===== src/rtl/prd_pkg.sv =====
// Shared types and constants for the PGS run-length run decoder.
// No dependencies; the interfaces and the top level import this package.
package prd_pkg;

   localparam int ByteWidth     = 8;
   localparam int CoordWidth    = 16;
   localparam int LengthWidth   = 14;
   localparam int CsrIndexWidth = 4;
   localparam int CsrDataWidth  = 16;

   // Register indexes of the configuration channel
   typedef enum logic [CsrIndexWidth-1:0] {
      CsrXOffset       = 4'd0,
      CsrYOffset       = 4'd1,
      CsrLineLimit     = 4'd2,
      CsrPictureHeight = 4'd3
   } csr_index_type;

   // Top two bits of the first escape byte: length size and colour presence
   typedef enum logic [1:0] {
      LenShortImplied = 2'b00,
      LenLongImplied  = 2'b01,
      LenShortColour  = 2'b10,
      LenLongColour   = 2'b11
   } len_mode_type;

   localparam logic [5:0] ShortLenMask = 6'h3f;

   typedef struct packed {
      logic [ByteWidth-1:0] rle_byte;
      logic                 object_start;
   } req_type;

   typedef struct packed {
      logic [ByteWidth-1:0]   palette_index;
      logic [CoordWidth-1:0]  run_start;
      logic [LengthWidth-1:0] run_length;
      logic [CoordWidth-1:0]  row;
      logic                   end_of_line;
   } rsp_type;

   typedef struct packed {
      logic [CsrIndexWidth-1:0] index;
      logic [CsrDataWidth-1:0]  data;
   } csr_type;

endpackage


===== src/rtl/prd_if.sv =====
// Valid/ready channel interfaces for the run decoder: request, result, register write.
// Depends on prd_pkg for the payload structs.
interface prd_req_if;
   import prd_pkg::*;
   logic    valid;
   logic    ready;
   req_type payload;
   modport source (output valid, output payload, input ready);
   modport sink   (input valid, input payload, output ready);
endinterface

interface prd_rsp_if;
   import prd_pkg::*;
   logic    valid;
   logic    ready;
   rsp_type payload;
   modport source (output valid, output payload, input ready);
   modport sink   (input valid, input payload, output ready);
endinterface

interface prd_csr_if;
   import prd_pkg::*;
   logic    valid;
   logic    ready;
   csr_type payload;
   modport source (output valid, output payload, input ready);
   modport sink   (input valid, input payload, output ready);
endinterface


===== src/rtl/pgs_rle_run_decoder.sv =====
// Each run is registered into the result buffer head (out_ff), or into skid_ff while the head is stalled.
// One request per cycle while req_bus.ready is high; each byte is decoded in the cycle it is accepted.
// Results go through a two-entry buffer; req_bus.ready drops only while both are full.
// Register writes are taken every cycle (csr_bus.ready is always high).
// Reset (synchronous): decoder stopped, result buffer empty, registers and state zero.
// Depends on prd_pkg and the channel interfaces in prd_if.sv.
module pgs_rle_run_decoder (
   input  logic      clock,
   input  logic      reset,
   prd_req_if.sink   req_bus,
   prd_rsp_if.source rsp_bus,
   prd_csr_if.sink   csr_bus
);
   import prd_pkg::*;

   typedef enum logic [2:0] {
      PhStopped,
      PhHdr1,
      PhHdr2,
      PhHdr3,
      PhCode,
      PhLen1,
      PhLen2,
      PhColour
   } phase_type;

   phase_type              phase_ff, phase_in;
   logic [CoordWidth-1:0]  width_ff, width_in;
   logic [LengthWidth-1:0] held_ff, held_in;
   logic                   colour_follows_ff, colour_follows_in;
   logic [CoordWidth-1:0]  left_edge_ff, left_edge_in;
   logic [CoordWidth-1:0]  right_edge_ff, right_edge_in;
   logic [CoordWidth-1:0]  x_ff, x_in;
   logic [CoordWidth-1:0]  row_ff, row_in;

   logic [CoordWidth-1:0]  x_offset_ff, y_offset_ff, line_limit_ff, height_ff;

   rsp_type                out_ff, skid_ff;
   logic                   out_valid_ff, skid_valid_ff;

   logic                   accept, pop, push;
   logic [ByteWidth-1:0]   byte_in;
   len_mode_type           len_mode;
   logic                   emit_en;
   logic [ByteWidth-1:0]   emit_colour;
   logic [LengthWidth-1:0] emit_len;
   logic [CoordWidth-1:0]  room;
   logic [LengthWidth-1:0] clip_len;
   logic                   eol;
   logic [CoordWidth:0]    row_inc;
   logic [CoordWidth:0]    right_sum;
   rsp_type                run;

   assign req_bus.ready   = !skid_valid_ff;
   assign csr_bus.ready   = 1'b1;
   assign rsp_bus.valid   = out_valid_ff;
   assign rsp_bus.payload = out_ff;

   assign accept   = req_bus.valid && req_bus.ready;
   assign pop      = out_valid_ff && rsp_bus.ready;
   assign byte_in  = req_bus.payload.rle_byte;
   assign len_mode = len_mode_type'(byte_in[7:6]);

   // Colour and raw length of the run that this byte would complete
   always_comb begin
      emit_en     = 1'b0;
      emit_colour = '0;
      emit_len    = '0;
      case (phase_ff)
         PhCode: begin
            emit_en     = (byte_in != '0);
            emit_colour = byte_in;
            emit_len    = LengthWidth'(1);
         end
         PhLen1: begin
            emit_en  = (len_mode == LenShortImplied);
            emit_len = {{(LengthWidth-6){1'b0}}, byte_in[5:0] & ShortLenMask};
         end
         PhLen2: begin
            emit_en  = !colour_follows_ff;
            emit_len = held_ff | {{(LengthWidth-ByteWidth){1'b0}}, byte_in};
         end
         PhColour: begin
            emit_en     = 1'b1;
            emit_colour = byte_in;
            emit_len    = held_ff;
         end
         default: begin
            emit_en = 1'b0;
         end
      endcase
   end

   assign room      = (right_edge_ff >= x_ff) ? right_edge_ff - x_ff : '0;
   assign clip_len  = ({{(CoordWidth-LengthWidth){1'b0}}, emit_len} > room)
                      ? room[LengthWidth-1:0] : emit_len;
   assign eol       = (clip_len == '0);
   assign row_inc   = {1'b0, row_ff} + {{CoordWidth{1'b0}}, 1'b1};
   assign right_sum = {1'b0, x_offset_ff} + {1'b0, width_ff};
   assign push      = accept && !req_bus.payload.object_start && emit_en;

   always_comb begin
      run.palette_index = emit_colour;
      run.run_start     = x_ff;
      run.run_length    = clip_len;
      run.row           = row_ff;
      run.end_of_line   = eol;
   end

   always_comb begin
      phase_in          = phase_ff;
      width_in          = width_ff;
      held_in           = held_ff;
      colour_follows_in = colour_follows_ff;
      left_edge_in      = left_edge_ff;
      right_edge_in     = right_edge_ff;
      x_in              = x_ff;
      row_in            = row_ff;
      if (accept) begin
         if (req_bus.payload.object_start) begin
            // restart wins over anything in flight
            width_in = {byte_in, width_ff[7:0]};
            phase_in = PhHdr1;
         end else begin
            case (phase_ff)
               PhHdr1: begin
                  width_in = {width_ff[15:8], byte_in};
                  phase_in = PhHdr2;
               end
               PhHdr2: begin
                  phase_in = PhHdr3;
               end
               PhHdr3: begin
                  left_edge_in  = (x_offset_ff < line_limit_ff) ? x_offset_ff : line_limit_ff;
                  x_in          = left_edge_in;
                  right_edge_in = (right_sum < {1'b0, line_limit_ff})
                                  ? right_sum[CoordWidth-1:0] : line_limit_ff;
                  row_in        = (y_offset_ff < height_ff) ? y_offset_ff : height_ff;
                  phase_in      = PhCode;
               end
               PhCode: begin
                  if (byte_in == '0) begin
                     phase_in = PhLen1;
                  end
               end
               PhLen1: begin
                  case (len_mode)
                     LenShortImplied: begin
                        phase_in = PhCode;
                     end
                     LenLongImplied: begin
                        held_in           = {byte_in[5:0], 8'h00};
                        colour_follows_in = 1'b0;
                        phase_in          = PhLen2;
                     end
                     LenShortColour: begin
                        held_in           = {8'h00, byte_in[5:0]};
                        colour_follows_in = 1'b1;
                        phase_in          = PhColour;
                     end
                     default: begin
                        held_in           = {byte_in[5:0], 8'h00};
                        colour_follows_in = 1'b1;
                        phase_in          = PhLen2;
                     end
                  endcase
               end
               PhLen2: begin
                  held_in  = emit_len;
                  phase_in = colour_follows_ff ? PhColour : PhCode;
               end
               PhColour: begin
                  phase_in = PhCode;
               end
               default: begin
                  phase_in = phase_ff;
               end
            endcase
            if (emit_en) begin
               x_in = x_ff + {{(CoordWidth-LengthWidth){1'b0}}, clip_len};
               if (eol) begin
                  x_in   = left_edge_ff;
                  row_in = row_inc[CoordWidth-1:0];
                  if (row_inc >= {1'b0, height_ff}) begin
                     phase_in = PhStopped;
                  end
               end
            end
         end
      end
   end

   always_ff @(posedge clock) begin
      if (reset) begin
         phase_ff          <= PhStopped;
         width_ff          <= '0;
         held_ff           <= '0;
         colour_follows_ff <= 1'b0;
         left_edge_ff      <= '0;
         right_edge_ff     <= '0;
         x_ff              <= '0;
         row_ff            <= '0;
         x_offset_ff       <= '0;
         y_offset_ff       <= '0;
         line_limit_ff     <= '0;
         height_ff         <= '0;
         out_valid_ff      <= 1'b0;
         skid_valid_ff     <= 1'b0;
      end else begin
         phase_ff          <= phase_in;
         width_ff          <= width_in;
         held_ff           <= held_in;
         colour_follows_ff <= colour_follows_in;
         left_edge_ff      <= left_edge_in;
         right_edge_ff     <= right_edge_in;
         x_ff              <= x_in;
         row_ff            <= row_in;
         if (csr_bus.valid) begin
            case (csr_index_type'(csr_bus.payload.index))
               CsrXOffset:       x_offset_ff   <= csr_bus.payload.data;
               CsrYOffset:       y_offset_ff   <= csr_bus.payload.data;
               CsrLineLimit:     line_limit_ff <= csr_bus.payload.data;
               CsrPictureHeight: height_ff     <= csr_bus.payload.data;
               default: begin
               end
            endcase
         end
         // two-entry result buffer; no push can arrive while the skid is full
         if (skid_valid_ff) begin
            if (pop) begin
               skid_valid_ff <= 1'b0;
            end
         end else if (push) begin
            if (out_valid_ff && !pop) begin
               skid_valid_ff <= 1'b1;
            end else begin
               out_valid_ff <= 1'b1;
            end
         end else if (pop) begin
            out_valid_ff <= 1'b0;
         end
      end
   end

   // result payloads, no reset needed
   always_ff @(posedge clock) begin
      if (skid_valid_ff) begin
         if (pop) begin
            out_ff <= skid_ff;
         end
      end else if (push) begin
         if (out_valid_ff && !pop) begin
            skid_ff <= run;
         end else begin
            out_ff <= run;
         end
      end
   end

`ifndef NO_ASSERTIONS
   a_skid_implies_head: assert property (@(posedge clock) disable iff (reset)
      skid_valid_ff |-> out_valid_ff)
      else $error("skid entry held with empty head");

   a_stall_fills_skid: assert property (@(posedge clock) disable iff (reset)
      (push && out_valid_ff && !pop) |=> skid_valid_ff)
      else $error("stalled run was not kept in skid");

   a_eol_matches_len: assert property (@(posedge clock) disable iff (reset)
      out_valid_ff |-> (out_ff.end_of_line == (out_ff.run_length == '0)))
      else $error("end_of_line disagrees with run_length");

   a_stopped_silent: assert property (@(posedge clock) disable iff (reset)
      (phase_ff == PhStopped) |-> !push)
      else $error("run emitted while stopped");

   a_eol_moves_row: assert property (@(posedge clock) disable iff (reset)
      (push && eol) |=> (row_ff == $past(row_inc[CoordWidth-1:0]) && x_ff == left_edge_ff))
      else $error("line end did not advance row");
`endif

endmodule


===== src/flat_wrapper.sv =====
// flat-port wrapper written by rule: the top's interface ports become plain ports
module pgs_rle_run_decoder_flat import prd_pkg::*;
  (clock, reset, req_bus_valid, req_bus_payload, req_bus_ready, rsp_bus_valid, rsp_bus_payload, rsp_bus_ready, csr_bus_valid, csr_bus_payload, csr_bus_ready);
  prd_req_if req_bus_i ();
  prd_rsp_if rsp_bus_i ();
  prd_csr_if csr_bus_i ();
  input  logic clock;
  input  logic reset;
  input wire logic [$bits(req_bus_i.valid)-1:0] req_bus_valid;
  input wire logic [$bits(req_bus_i.payload)-1:0] req_bus_payload;
  output wire logic [$bits(req_bus_i.ready)-1:0] req_bus_ready;
  output wire logic [$bits(rsp_bus_i.valid)-1:0] rsp_bus_valid;
  output wire logic [$bits(rsp_bus_i.payload)-1:0] rsp_bus_payload;
  input wire logic [$bits(rsp_bus_i.ready)-1:0] rsp_bus_ready;
  input wire logic [$bits(csr_bus_i.valid)-1:0] csr_bus_valid;
  input wire logic [$bits(csr_bus_i.payload)-1:0] csr_bus_payload;
  output wire logic [$bits(csr_bus_i.ready)-1:0] csr_bus_ready;
  assign req_bus_i.valid = req_bus_valid;
  assign req_bus_i.payload = req_bus_payload;
  assign req_bus_ready = req_bus_i.ready;
  assign rsp_bus_valid = rsp_bus_i.valid;
  assign rsp_bus_payload = rsp_bus_i.payload;
  assign rsp_bus_i.ready = rsp_bus_ready;
  assign csr_bus_i.valid = csr_bus_valid;
  assign csr_bus_i.payload = csr_bus_payload;
  assign csr_bus_ready = csr_bus_i.ready;
  pgs_rle_run_decoder u_core (.clock(clock), .reset(reset), .req_bus(req_bus_i), .rsp_bus(rsp_bus_i), .csr_bus(csr_bus_i));
endmodule

===== config.mk =====
export PLATFORM = sky130hd
export DESIGN_NAME = pgs_rle_run_decoder_flat
export DESIGN_NICKNAME = d
export VERILOG_FILES = /design/src/rtl/prd_pkg.sv /design/src/rtl/prd_if.sv /design/src/rtl/pgs_rle_run_decoder.sv /design/src/flat_wrapper.sv
export SDC_FILE = /design/constraint.sdc
export NUM_CORES = 1
export LEC_CHECK = 0
export ABC_AREA = 1
export BUFFER_PORTS_ARGS = -buffer_cell sky130_fd_sc_hd__buf_2
export CORE_UTILIZATION = 28
export DETAILED_ROUTE_END_ITERATION = 7
export PLACE_DENSITY = 0.4
export SETUP_SLACK_MARGIN = 0.3
export SLEW_MARGIN = 15
export SYNTH_ARGS = -nofsm -noshare
export SYNTH_HDL_FRONTEND = slang
export SYNTH_SLANG_ARGS = --single-unit

===== constraint.sdc =====
create_clock -name clock -period 7.9 [get_ports clock]
set_clock_uncertainty 0.05 [all_clocks]
set_input_delay 0.79 -clock clock [delete_from_list [all_inputs] [get_ports clock]]
set_output_delay 0.79 -clock clock [all_outputs]
set_load 0.005 [all_outputs]

# Word level (Yosys, flattened, before mapping)
# Index checks and enable logic that the tools add are counted.
[word_totals] ff_bits=274 latch_bits=0 mem_bits_rw=0 mem_bits_ro=0 inputBits=34 output_inout_bits=58 wordCells=127 memories=0
[op_classes] n_addsub=4 multipliers=0 div=0 n_lt_le_gt_ge=6 eq_ne=16 shifts=0 muxes=38 bitwise_logic=4 reduce_logical=34
[op_table] operator="2-to-1 mux 55 bit" count=4
[op_table] operator="2-to-1 mux 16 bit" count=11
[op_table] operator="case mux 14 bit (2 select lines)" count=2
[op_table] operator="case mux 14 bit (4 select lines)" count=1
[op_table] operator="< comparator 16 bit" count=2
[op_table] operator="case mux 3 bit (6 select lines)" count=1
[op_table] operator="AND reduction 3 bit" count=6
[op_table] operator="adder 16 x 1 -> 17 bit, second input constant" count=1
[op_table] operator="adder 16 x 16 -> 17 bit" count=1
[op_table] operator="greater-or-equal comparator 17 x 16 -> 1 bit" count=1
[op_table] operator="< comparator 17 x 16 -> 1 bit" count=1
[op_table] operator="adder 16 x 14 -> 16 bit" count=1
[op_table] operator="greater-or-equal comparator 16 bit" count=1
[op_table] operator="greater-than comparator 14 x 16 -> 1 bit" count=1
[op_table] operator="2-to-1 mux 8 bit" count=2
[op_table] operator="subtractor 16 bit" count=1
[op_table] operator="2-to-1 mux 3 bit" count=5
[op_table] operator="zero test 14 bit" count=1
[op_table] operator="2-to-1 mux 14 bit" count=1
[op_table] operator="OR 14 x 8 -> 14 bit" count=1
[op_table] operator="equality test 3 bit, second input constant" count=4
[op_table] operator="AND reduction 2 bit" count=6
[op_table] operator="equality test 4 x 2 -> 1 bit, second input constant" count=2
[op_table] operator="zero test 8 bit" count=1
[op_table] operator="21 further kinds" count=44

# Depth between registers and ports, before layout
[depth] word_depth=8 ltp_mapped=41 mapped_depth_nobuf=40

# Least setup slack after synthesis
# No wires, ideal clock.
[synth_timing] kind="input port to flip-flop" from="input port req_bus_valid" to="register u_core.skid_ff[0] (netlist name) (enable)" setup_time_ns=0.538 arrival_time_ns=5.349 required_time_ns=7.312 slack_ns=1.963 path_stages=6 n_path_buf=0 path_cell_list="nand2_1 > nor2_1 > inv_2 > nor2_1 > clkinv_1 > nor3_1"
[synth_between] elab_chain_cells=4
[synth_lines] element="start: declaration" line="flat_wrapper.sv:9" source="input wire logic [$bits(req_bus_i.valid)-1:0] req_bus_valid;"
[synth_lines] element="logical AND 1 bit" line="pgs_rle_run_decoder.sv:59" source="assign accept = req_bus.valid && req_bus.ready;"
[synth_lines] element="logical AND 1 bit (2 in series)" line="pgs_rle_run_decoder.sv:100" source="assign push = accept && !req_bus.payload.object_start && emit_en;"
[synth_lines] element="AND reduction 3 bit (no source line)"
[synth_lines] element="end signal: assignment" line="pgs_rle_run_decoder.sv:253" source="skid_ff <= run;"
[synth_lines] element="end: declaration" line="pgs_rle_run_decoder.sv:38" source="rsp_type out_ff, skid_ff;"
# Every way passes these cells.
# A chain may end at the register's enable or synchronous reset.

# Worst setup path in the final report
[layout_timing] from="register u_core.x_ff[1]" to="register u_core.x_ff[13]"
[layout_between] elab_chain_cells=7 elab_cells_between_ends=9 cone_classes="add/sub: 2; order compare: 2; mux: 4; reduce/logical: 1"
[layout_lines] element="start: declaration" line="pgs_rle_run_decoder.sv:33" source="logic [CoordWidth-1:0] x_ff, x_in;"
[layout_lines] element="start signal: assignment" line="pgs_rle_run_decoder.sv:216" source="x_ff <= x_in;"
[layout_lines] element="subtractor 16 bit / greater-or-equal comparator 16 bit (equally long branches)" line="pgs_rle_run_decoder.sv:94" source="assign room = (right_edge_ff >= x_ff) ? right_edge_ff - x_ff : '0;"
[layout_lines] element="2-to-1 mux 16 bit *" line="pgs_rle_run_decoder.sv:94"
[layout_lines] element="greater-than comparator 14 x 16 -> 1 bit" line="pgs_rle_run_decoder.sv:95" source="assign clip_len = ({{(CoordWidth-LengthWidth){1'b0}}, emit_len} > room)"
[layout_lines] element="2-to-1 mux 14 bit *" line="pgs_rle_run_decoder.sv:96" source="? room[LengthWidth-1:0] : emit_len;"
[layout_lines] element="named net u_core.clip_len[2]" line="pgs_rle_run_decoder.sv:48" source="logic [LengthWidth-1:0] clip_len;"
[layout_lines] element="adder 16 x 14 -> 16 bit / zero test 14 bit (equally long branches)" line="pgs_rle_run_decoder.sv:180, pgs_rle_run_decoder.sv:97"
[layout_lines] element="2-to-1 mux 16 bit *" line="pgs_rle_run_decoder.sv:181" source="if (eol) begin"
[layout_lines] element="2-to-1 mux 16 bit *" line="pgs_rle_run_decoder.sv:179" source="if (emit_en) begin"
# Mark *: on every way through the listed nets, which the timed path passes. The rest lies on a longest branch.

==> summary by stage <==
Power
The power per standard cell area is about 200 mW/mm². In this run the static leakage power is roughly 8.3 nW. Combinational logic is responsible for 15.7% of the overall power.

The internal power component is approximately 0.0026 W. In this run the power spent charging and discharging nets is around 0.0011 W. Net switching is between 20 and 30% of the power.

The register share of total power is between 40% and 50%. The worst supply voltage drop on vdd is approximately 110 µV. The clock network burns a little over two fifths of the power. Total power for the finished layout comes to approximately 0.0037 W.

Placement
Routability-driven placement finished with a final weighted congestion of 0.8673. The number of buffer cells added on primary ports is 90. The pre-CTS setup slack is between 2000 and 2500 ps. Once detailed placement completed, the half-perimeter wirelength came to between 40000 and 50000 µm.

Synth
Yosys mapped a number of flops with a built-in enable equal to 110. Counting every instance in the synthesized netlist gives 2100. The share of the synthesized netlist area taken by xor and xnor gates is 2.113%. The async set-reset flop share out of synthesis is 0%. The number of warnings issued by yosys is 0. The number of library cell types mapped by synthesis is 52. The area fraction in and, or, nand and nor cells after synthesis is 20.78%. After Yosys synthesis, full adders, half adders and majority gates account for 9.812% of the synthesized area. By area, the combinational part of the netlist is dominated by simple AND/OR/NAND/NOR gates. The cell area that synthesis handed to floorplanning was about 0.016 mm². Counting every net in the synthesized netlist gives between 2000 and 2500. The share of the yosys chip area belonging to registers is 40.73%.

The synthesized area divided by synthesized cell count is 7.700 µm². The mux share of post-synthesis cell area is 0%. For this run, the leading register cell type out of synthesis is sky130_fd_sc_hd__dfxtp_1. The compound-cell area share of the yosys netlist is roughly 17%. Counting flops and latches in the post-synthesis netlist gives roughly 270.

Clocking
The H-tree was split into 2 levels. Post-CTS repair changed the size of 0 cells. Counting the buffers created by CTS gives 36. The clock sink total is 274. Clock latency on the worst-skew pair, taken at its later pin, is approximately 560 ps. Clock-pin slew was measured on the worst setup and hold paths at 60 ps. The master cell of the clock root buffer is sky130_fd_sc_hd__clkbuf_16.

Buffers inserted to repair hold after CTS numbered 0. The setup fix buffers added after clock tree synthesis is 0. TritonCTS built the clock tree.

In this run the deepest clock path goes through 3 buffers.

Setup path
The worst setup path is launched from a flop. In this run the worst path has a maximum fanout of 23. The data arrival time of the critical path is between 6000 and 7000 ps. For the worst setup path, the data required time is between 8000 and 9000 ps.

Among all stages on the critical path, the largest delay is contributed by sky130_fd_sc_hd__o21ai_0. On the worst path, the slowest cell contributes a delay of 440 ps. The nature of the critical path endpoint is a flop.

The most prevalent standard cell on the critical path is sky130_fd_sc_hd__nand2_1. The number of buffer and inverter instances along the worst setup path is 4. By startpoint and endpoint, the worst setup path is classified as flop to flop. Among cell families on the critical path, the largest total delay comes from simple AND/OR/NAND/NOR gates.

Finish
The sequential cells in the finished layout cover a total of around 0.0066 mm². The number of nets in the final layout is around 2300. Fill cells in the final layout number 6084.

Leaving out fill and tap cells, the most frequent cell in the layout is sky130_fd_sc_hd__nand2_1. The count of inserted antenna diode cells is 0. The layout-stage area growth over the synthesis result is 14.10%. The post-route netlist has between 10% and 20% of its cells at a drive strength greater than 1. The multi-input gate area in the final layout is 0.008064 mm².

In the layout the commonest cells are sky130_fd_sc_hd__nand2_1, sky130_fd_sc_hd__inv_1, sky130_fd_sc_hd__a21oi_1.

Drt
The detailed router put a total of 27050 µm of wire on met1. The iteration-0 DRC count of the detailed router is just over 1000. The uppermost metal layer occupied by signal nets is met5.

For this block, the via count after detailed routing is 14040. After detailed routing, the number of vias per cell comes to 4.770. The routed design has approximately 54000 µm of wire. After detailed routing, the met3 layer carries roughly 2300 µm of wire. The sum of met2 wire segment lengths after detailed routing is roughly 23000 µm. In the final routed layout, each cell accounts on average for roughly 18 µm. The count of nets left with antenna violations after detail routing is 0.

The iteration count of the initial detailed-routing pass is 6. The detailed-route DRC error count is 0.

STA
The pin slew with the least headroom to its limit is approximately 1100 ps. The total count of hold-check failures in the final report is 0. Setup repair after global routing left no endpoint under its margin. The number of setup violations in the final report is 0.

For this run, the top clock speed supported by timing is 169.4 MHz. The final critical-path share of the clock period is between 70% and 80%. The worst slew margin relative to its limit is approximately 25%. For the final routed database, the setup TNS stands at 0 ps. The final setup slack of the worst path is around 2000 ps.

The number of slew-limit violations in the final report came to 0. The minimum period implied by the final worst setup slack is approximately 5900 ps.

Run status
The run finished with clean final reports.

Die
The initial utilization of the core area, before any placement, comes to between 20% and 30%. The I/O pin count is between 90 and 100. The floorplan has 87 rows. The die outline area is between 0.05 and 0.06 mm². After floorplanning, the core was sized to cover 0.05671 mm². The die boundary width is ~240 µm.

The vertical die dimension is approximately 240 µm.

Global route
The first global-routing pass estimated 81910 µm of wire. The initial antenna violation count came to 1. Across every metal layer, demand over resource in global routing totals between 10% and 20%. The maximum number of pins on one net before global-route repair is ~110. For this run the aggregate overflow at the end of global routing stands at 0. The number of global-route vias before repair is 13420.

Hold path
The path class of the lowest-slack min-delay path is flop to flop.

Job
The tool flagged a number of max-cap violations equal to 0.
==> cell type report <==
class | count | share of cell area (%)
Multi-Input combinational cell | 1436 | 43.71
Sequential cell | 274 | 35.71
Inverter | 309 | 6.300
Clock buffer | 51 | 5.351
Tap cell | 756 | 5.127
Timing Repair Buffer | 106 | 3.093
Clock inverter | 12 | 0.7121
==> power by group through the flow <==
stage,combinational (W),sequential (W),clock [W]
2_1_floorplan,0.000420,0.00152,0
3_3_place_gp,0.000578,0.00153,0
3_5_place_dp,0.000580,0.00153,0
4_1_cts,0.000581,0.00150,0.00165
5_1_grt,0.000647,0.00150,0.00170
6_report,0.000576,0.00150,0.00159
==> sequential cells by signal, summed over array words and instances (netlist names) <==
name	count
u_core.right_edge_ff	16
u_core.phase_ff	3
u_core.held_ff	14
u_core.colour_follows_ff	1
u_core.x_ff	16
u_core.x_offset_ff	16
u_core.height_ff	16
u_core.rsp_bus.valid	1
u_core.width_ff	16
u_core.y_offset_ff	16
u_core.row_ff	16
u_core.skid_ff	55
u_core.skid_valid_ff	1
u_core.rsp_bus.payload	55
u_core.line_limit_ff	16
u_core.left_edge_ff	16
==> cell families (layout without fill, tap and decap cells) <==
| logic type | after synthesis | count (layout) |
|---|---|---|
| AND/OR/NAND/NOR | 763 | 763 |
| AO/OA/AOI/OAI | 508 | 508 |
| buffers and inverters | 390 | 478 |
| flip-flops | 274 | 274 |
| adder cells (fa/ha/maj) | 125 | 125 |
| XOR/XNOR | 39 | 39 |
| other | 1 | 1 |
==> final timing paths <==
kind	start	to	slack [ps]	depth (start not counted)
min	u_core.held_ff[7]$_SDFFE_PP0P_	u_core.held_ff[7]$_SDFFE_PP0P_	410	2
max reg2reg	u_core.x_ff[1]$_SDFFE_PP0P_	u_core.x_ff[13]$_SDFFE_PP0P_	2000	36
max	u_core.x_ff[1]$_SDFFE_PP0P_	u_core.x_ff[13]$_SDFFE_PP0P_	2000	36
min reg2reg	u_core.held_ff[7]$_SDFFE_PP0P_	u_core.held_ff[7]$_SDFFE_PP0P_	410	2
==> stage by stage <==
stage | cells | instance area [µm²] | utilization (%) | hold slack, ps
after detailed placement | 2881 | 17320 | 30.54 | 392.2
after global placement | 2881 | 17320 | 30.54 | 388.4
after CTS | 2944 | 18440 | 32.51 | 407.8
after global routing | 2944 | 18450 | 32.53 | 423.1
final | 2944 | 18450 | 32.53 | 408.2
after floorplan | 2100 | 16170 | - | 377.4
==> worst register-to-register path, delay by kind of cell (launching register included) <==
| family | cells | cell delay [ps] |
|---|---|---|
| compound gates | 6 | 1430 |
| xor+xnor | 1 | 150 |
| fa+ha+maj | 3 | 960 |
| buf+inv | 4 | 360 |
| flops | 1 | 430 |
| simple gates | 22 | 2370 |
==> Yosys cell counts, types with 5 or more instances <==
cell type,number,area (µm²)
sky130_fd_sc_hd__nand2_1,432,1622
sky130_fd_sc_hd__inv_1,293,1100
sky130_fd_sc_hd__a21oi_1,233,1166
sky130_fd_sc_hd__o21ai_0,200,1001
sky130_fd_sc_hd__dfxtp_1,164,3283
sky130_fd_sc_hd__nand3_1,133,665.6
sky130_fd_sc_hd__ha_1,122,1526
sky130_fd_sc_hd__edfxtp_1,110,3303
sky130_fd_sc_hd__nor2_1,101,379.1
sky130_fd_sc_hd__clkbuf_1,58,217.7
sky130_fd_sc_hd__xor2_1,30,262.8
sky130_fd_sc_hd__nand2_2,23,143.9
sky130_fd_sc_hd__o211ai_1,21,157.7
sky130_fd_sc_hd__inv_2,13,48.80
sky130_fd_sc_hd__nand3b_1,13,97.59
sky130_fd_sc_hd__nor3_1,13,65.06
sky130_fd_sc_hd__a31oi_1,11,68.82
sky130_fd_sc_hd__nand4_1,10,62.56
sky130_fd_sc_hd__nor2_2,10,62.56
sky130_fd_sc_hd__xnor2_1,9,78.83
sky130_fd_sc_hd__buf_1,8,30.03
sky130_fd_sc_hd__nand2_4,6,67.56
sky130_fd_sc_hd__o32ai_1,6,52.55
sky130_fd_sc_hd__a211oi_1,5,37.54
sky130_fd_sc_hd__buf_6,5,56.30
sky130_fd_sc_hd__nand3_2,5,50.05
sky130_fd_sc_hd__or2_2,5,31.28
==> layer usage <==
layer	up-vias	GRT usage (%)
met5	-	0
met4	2	4.859
met3	63	2.537
met2	314	28.04
met1	6547	26.49
li1	7116	-
Power figures use the tool's default switching activity.
